`src/rtl/core/sppf_pkg.sv`:
```
package sppf_pkg;

  localparam int MAX_PAGES_DEF      = 32;
  localparam int SLOTS_PER_PAGE_DEF = 16;
  localparam logic [15:0] PG_BYTES_RST = 16'd4096;
  localparam logic [19:0] HDR_BYTES  = 20'd16;
  localparam logic [19:0] SLOT_BYTES = 20'd4;

  localparam logic [1:0] OP_INSERT = 2'd0;
  localparam logic [1:0] OP_SEARCH = 2'd1;
  localparam logic [1:0] OP_REPORT = 2'd2;

  localparam logic [2:0] ST_INSERTED  = 3'd0;
  localparam logic [2:0] ST_FULL      = 3'd1;
  localparam logic [2:0] ST_FOUND     = 3'd2;
  localparam logic [2:0] ST_NOT_FOUND = 3'd3;
  localparam logic [2:0] ST_REPORT    = 3'd4;

  typedef struct packed {
    logic [1:0]         opcode;
    logic [15:0]        rec_bytes;
    logic signed [31:0] key;
  } in_t;

  typedef struct packed {
    logic [2:0]  status;
    logic [4:0]  page_index;
    logic [3:0]  slot_index;
    logic [15:0] page_records;
    logic [5:0]  total_pages;
    logic        last;
  } out_t;

  typedef enum logic [2:0] {
    S_IDLE, S_DISP, S_PG_RD, S_PG_CHK, S_SCAN, S_NEWPG, S_UPD, S_EMIT
  } state_t;

  typedef struct packed {
    logic latch;
    logic pg_inc;
    logic cap;
    logic scan_start;
    logic scan_step;
    logic open_new;
    logic upd;
    logic emit;
  } cmd_t;

  typedef struct packed {
    logic [1:0] op;
    logic       pg_end;
    logic       fits;
    logic       scan_done;
    logic       found;
    logic       store_full;
    logic       rpt_empty;
    logic       rpt_last;
    logic       emit_ok;
  } sts_t;

endpackage

```
`src/rtl/core/sppf_ctrl.sv`:
```
module sppf_ctrl (
  input  logic          clk,
  input  logic          rst,
  input  logic          in_valid,
  output logic          in_stall,
  input  sppf_pkg::sts_t sts,
  output sppf_pkg::cmd_t cmd
);
  import sppf_pkg::*;

  state_t state, state_next;

  always_ff @(posedge clk) begin
    if (rst) begin
      state <= S_IDLE;
    end else begin
      state <= state_next;
    end
  end

  always_comb begin
    state_next = state;
    unique case (state)
      S_IDLE:   if (in_valid) state_next = S_DISP;
      S_DISP: begin
        case (sts.op) inside
          OP_INSERT, OP_SEARCH: state_next = S_PG_RD;
          OP_REPORT: state_next = sts.rpt_empty ? S_EMIT : S_PG_RD;
          default:   state_next = S_IDLE;
        endcase
      end
      S_PG_RD: begin
        if (sts.pg_end) begin
          state_next = (sts.op == OP_INSERT) ? S_NEWPG : S_EMIT;
        end else begin
          state_next = S_PG_CHK;
        end
      end
      S_PG_CHK: begin
        if (sts.op == OP_INSERT) begin
          state_next = sts.fits ? S_SCAN : S_PG_RD;
        end else if (sts.op == OP_SEARCH) begin
          state_next = S_SCAN;
        end else begin
          state_next = S_EMIT;
        end
      end
      S_SCAN: begin
        if (sts.scan_done) begin
          if (sts.op == OP_INSERT) begin
            state_next = S_UPD;
          end else begin
            state_next = sts.found ? S_EMIT : S_PG_RD;
          end
        end
      end
      S_NEWPG:  state_next = sts.store_full ? S_EMIT : S_UPD;
      S_UPD:    state_next = S_EMIT;
      S_EMIT: begin
        if (sts.emit_ok) begin
          state_next = (sts.op == OP_REPORT && !sts.rpt_last) ? S_PG_RD : S_IDLE;
        end
      end
      default:  state_next = S_IDLE;
    endcase
  end

  always_comb begin
    cmd = '0;
    in_stall = (state != S_IDLE);
    unique case (state)
      S_IDLE:   cmd.latch = in_valid;
      S_PG_CHK: begin
        cmd.cap = 1'b1;
        if (sts.op == OP_INSERT && !sts.fits) begin
          cmd.pg_inc = 1'b1;
        end
        if ((sts.op == OP_INSERT && sts.fits) || sts.op == OP_SEARCH) begin
          cmd.scan_start = 1'b1;
        end
      end
      S_SCAN: begin
        cmd.scan_step = 1'b1;
        if (sts.scan_done && sts.op == OP_SEARCH && !sts.found) begin
          cmd.pg_inc = 1'b1;
        end
      end
      S_NEWPG:  cmd.open_new = !sts.store_full;
      S_UPD:    cmd.upd = 1'b1;
      S_EMIT: begin
        cmd.emit = sts.emit_ok;
        cmd.pg_inc = sts.emit_ok && sts.op == OP_REPORT && !sts.rpt_last;
      end
      default: ;
    endcase
  end
endmodule

```
`config.mk`:
```
export PLATFORM = sky130hd
export DESIGN_NAME = sppf_ctrl
export DESIGN_NICKNAME = d
export VERILOG_FILES = /design/src/rtl/core/sppf_pkg.sv /design/src/rtl/core/sppf_ctrl.sv
export SDC_FILE = /design/constraint.sdc
export NUM_CORES = 1
export LEC_CHECK = 0
export BUFFER_PORTS_ARGS = -buffer_cell sky130_fd_sc_hd__buf_2
export CAP_MARGIN = 20
export CORE_AREA = 2 2 39 41
export CTS_BUF_LIST = sky130_fd_sc_hd__clkbuf_8
export DETAILED_ROUTE_END_ITERATION = 8
export DIE_AREA = 0 0 41 43
export GPL_TIMING_DRIVEN = 0
export PLACE_DENSITY = 0.66
export SETUP_SLACK_MARGIN = 0.3
export SLEW_MARGIN = 30
export SYNTH_ARGS = -nofsm -noshare
export SYNTH_HDL_FRONTEND = slang
export SYNTH_SLANG_ARGS = --single-unit
```
`constraint.sdc`:
```
create_clock -name clk -period 3.5 [get_ports clk]
set_input_delay 0.175 -clock clk [delete_from_list [all_inputs] [get_ports clk]]
set_output_delay 0.175 -clock clk [all_outputs]
set_load 0.05 [all_outputs]
```
==> qor.log <==
[job] Max-cap violations 0
[global_route] met2 layer usage reported by global route 21.3%
[logic_synthesis] cell area after technology mapping 394 sq um
[clock_network] buffers from clock root to sink, at most 2
[clock_network] CTS H-tree lvls 1
[outcome] status completed
[die] site row count 14
[worst_setup_path] data arrival time of the critical path 1.70 ns
[drt] vias after detailed routing 504
[die] floorplan die area 0.00176 sq mm
[power_and_ir_drop] leakage power total 0.244 nW
[timing] total count of hold-check failures in the final report 0
[drt] average detailed-routed wire length per instance 11.9 um
[logic_synthesis] number of instances in the synthesized netlist 55
[cells_and_area] area delta synth->final 41.9%
[cells_and_area] fraction of final layout cells with drive strength greater than 1 40.5%
[global_route] grt total ovfl 0
[timing] final critical-path required period 1.87 ns
[drt] DRC violation total after the first TritonRoute iteration 9
[logic_synthesis] count of cell types in the netlist 31
[hold_path] HP Class primary input to flip-flop
[global_route] overall routing resource usage 14.3%
[die] # IOs 22
[global_route] met1 routing resource usage after global routing 19.8%
[logic_synthesis] number of nets produced by synthesis 68
[power_and_ir_drop] power per unit of standard cell area 741 mW/mm^2
[logic_synthesis] number of storage elements in the synthesis netlist 3
[worst_setup_path] CP Data Required Time 3.32 ns
[logic_synthesis] Ys Warns 0
[global_route] number of global-route vias before repair 435
[worst_setup_path] FF-to-FF path depth 4
[timing] setup repair after global routing missed its margin false
[clock_network] CTS clock-pin slew for the worst setup and hold paths 0.03 ns
[clock_network] Clock Latency Late Sink 0.21 ns
[timing] Post-Route Skew 0.00112 ns
[drt] Total Routed Length 1.13 mm
[drt] Vias per Instance 5.31
[placed_design] Placer Congestion 0.775
[drt] DRT antenna net count 0
[global_route] wire length of the first global-routing pass 1.77 mm
[global_route] global routing usage on met3 2.09%
[cells_and_area] number of nets at the end of the flow 93
[logic_synthesis] EDFF count, synth 0
[die] Core ar. 0.00138 sq mm
[logic_synthesis] share of synthesized area occupied by flip-flops and latches 15.2%
[timing] Final Max Tran Viols 0
[placed_design] DP Area 514 sq um
[drt] remaining routing DRC violations 0
[cells_and_area] Top reg by flops state
[clock_network] count of cells resized by post-cts repair 0
[hold_path] depth of the worst hold-timing path 2
[cells_and_area] Finished Cell Area 559 sq um
[placed_design] post-DP HPWL 876 um
[worst_setup_path] Critical Path End Type output pin
[clock_network] setup bufs post-CTS 0
[timing] post-route setup TNS 0 ns
[placed_design] I/O Buffers 20
[clock_network] buffer cell driving the clock tree root clkbuf_8
[worst_setup_path] top fanout value on the critical path 8
[clock_network] number of hold buffers added after CTS 0
[logic_synthesis] cell type with the highest aggregate area in the netlist dfxtp_1
[cells_and_area] Top Registers state x3
[clock_network] clk sinks 3
[die] Die X 41 um
[clock_network] total CTS buffers 3
[global_route] antenna violations before repair 0
[logic_synthesis] Avg Inst Size Synth 7.17 sq um
[worst_setup_path] crit path launch type flip-flop
[logic_synthesis] top post-synthesis cells by area dfxtp_1 (15%), nor2_1 (5.7%), o211ai_1 (5.7%)
[timing] share of the clock period used by the worst path after layout 53.5%
[worst_setup_path] crit path kind flip-flop to output pin
[timing] Tightest Pin Transition 0.423 ns
[clock_network] clock tree from TritonCTS built
[die] Initial Utilization 28.5%
[timing] Max-Slew Margin vs Limit 71.8%
[cells_and_area] ant diodes 0
[global_route] most heavily used metal layer in global routing met2
[power_and_ir_drop] Peak VDD IR 389 uV
[timing] final setup violation count 0
[die] vertical extent of the die 43 um
[logic_synthesis] area share of the leading cell type in the synthesized netlist 15.2%
[drt] drt first pass iters 4
[cells_and_area] flip-flop count of the largest register after layout 3
[global_route] maximum number of pins on one net before global-route repair 11
[timing] Max Freq 0.534 GHz
[logic_synthesis] fraction of registers with async set or reset after synthesis 0%
[logic_synthesis] Primary FF master, synth dfxtp_1
layer usage:
layer  share of wire, %  vias to the layer above  wire (um)
li1                   -                      255          -
met1                 48                      237        539
met2                 48                       12        542
met3                4.3                        0         49
met4                  0                        0          0
met5                  0                        -          0
power breakdown:
group | internal, W | switching [W] | total (W)
logic | 0.0000808 | 0.000176 | 0.000257
clock network | 0.0000746 | 0.0000222 | 0.0000968
registers | 0.0000481 | 0.0000122 | 0.0000603
total | 0.000203 | 0.000211 | 0.000414
layout by cell type, fill, tap and decap left out, drive strengths merged:
cell type | netlist | final
a2111o | 1 | 1
a2111oi | 1 | 1
a211o | 1 | 1
a21oi | 3 | 3
a221o | 1 | 1
a311oi | 1 | 1
a31o | 1 | 1
and2 | 1 | 1
buf | 4 | 24
clkbuf | 2 | 5
dfxtp | 3 | 3
inv | 4 | 5
nand2 | 3 | 3
nand2b | 1 | 1
nand3 | 2 | 2
nor2 | 6 | 6
nor2b | 1 | 1
nor3 | 4 | 4
nor3b | 1 | 1
nor4 | 1 | 1
nor4b | 2 | 2
o2111ai | 2 | 2
o211ai | 3 | 3
o21ai | 1 | 1
o41ai | 1 | 1
or3 | 2 | 2
or3b | 1 | 1
or4b | 1 | 1
worst paths after layout:
| path | startpoint | to | slack (ns) |
|---|---|---|---|
| max | state[0]$_SDFFE_PP0P_ | cmd[6] | 1.63 |
| min | rst | state[0]$_SDFFE_PP0P_ | 0.21 |
| max reg2reg | state[0]$_SDFFE_PP0P_ | state[2]$_SDFFE_PP0P_ | 2.12 |
| min reg2reg | state[2]$_SDFFE_PP0P_ | state[0]$_SDFFE_PP0P_ | 0.70 |
synth_stat cells, types with 2 or more instances:
cell type  n
nand3_1    2
dfxtp_1    3
buf_2      3
nor2_1     6
or3_1      2
nand2_1    3
clkbuf_1   2
inv_1      4
o211ai_1   3
a21oi_1    3
nor3_1     3
nor4b_1    2
worst max-delay path, stage by stage (launching register included):
cell and delay, ns:
dfxtp_1 0.30, buf_6 0.13, or4b_4 0.53, nor3_2 0.17, a221o_1 0.12, buf_2 0.25
kinds of logic after synthesis:
| kind of cell | share of synthesized area (%) |
|---|---|
| compound gates | 33.3 |
| buf+inv | 12.4 |
| flops | 15.2 |
| simple gates | 39.1 |
area by class of cell:
cell class                 count  area [sq um]
tap                           16          20.0
fill                         160           825
timing repair buffer          20           100
sequential                     3          60.1
multi-input combinational     42           285
inverter                       4          15.0
clock buffer                   3          41.3
buffer                         6          33.8
clock inverter                 1          3.75
stage by stage:
stage	power (W)	utilization, %	hold WS (ns)	instances	worst slack (ns)
floorplan	0.000262	-	0.247	55	1.01
global placement	0.000315	37.2	0.428	91	1.88
detailed placement	0.000317	37.2	0.428	91	1.84
CTS	0.000417	40.4	0.204	95	1.61
global route	0.000442	40.4	0.232	95	1.57
finish	0.000414	40.4	0.207	95	1.63
Power figures use the tool's default switching activity.
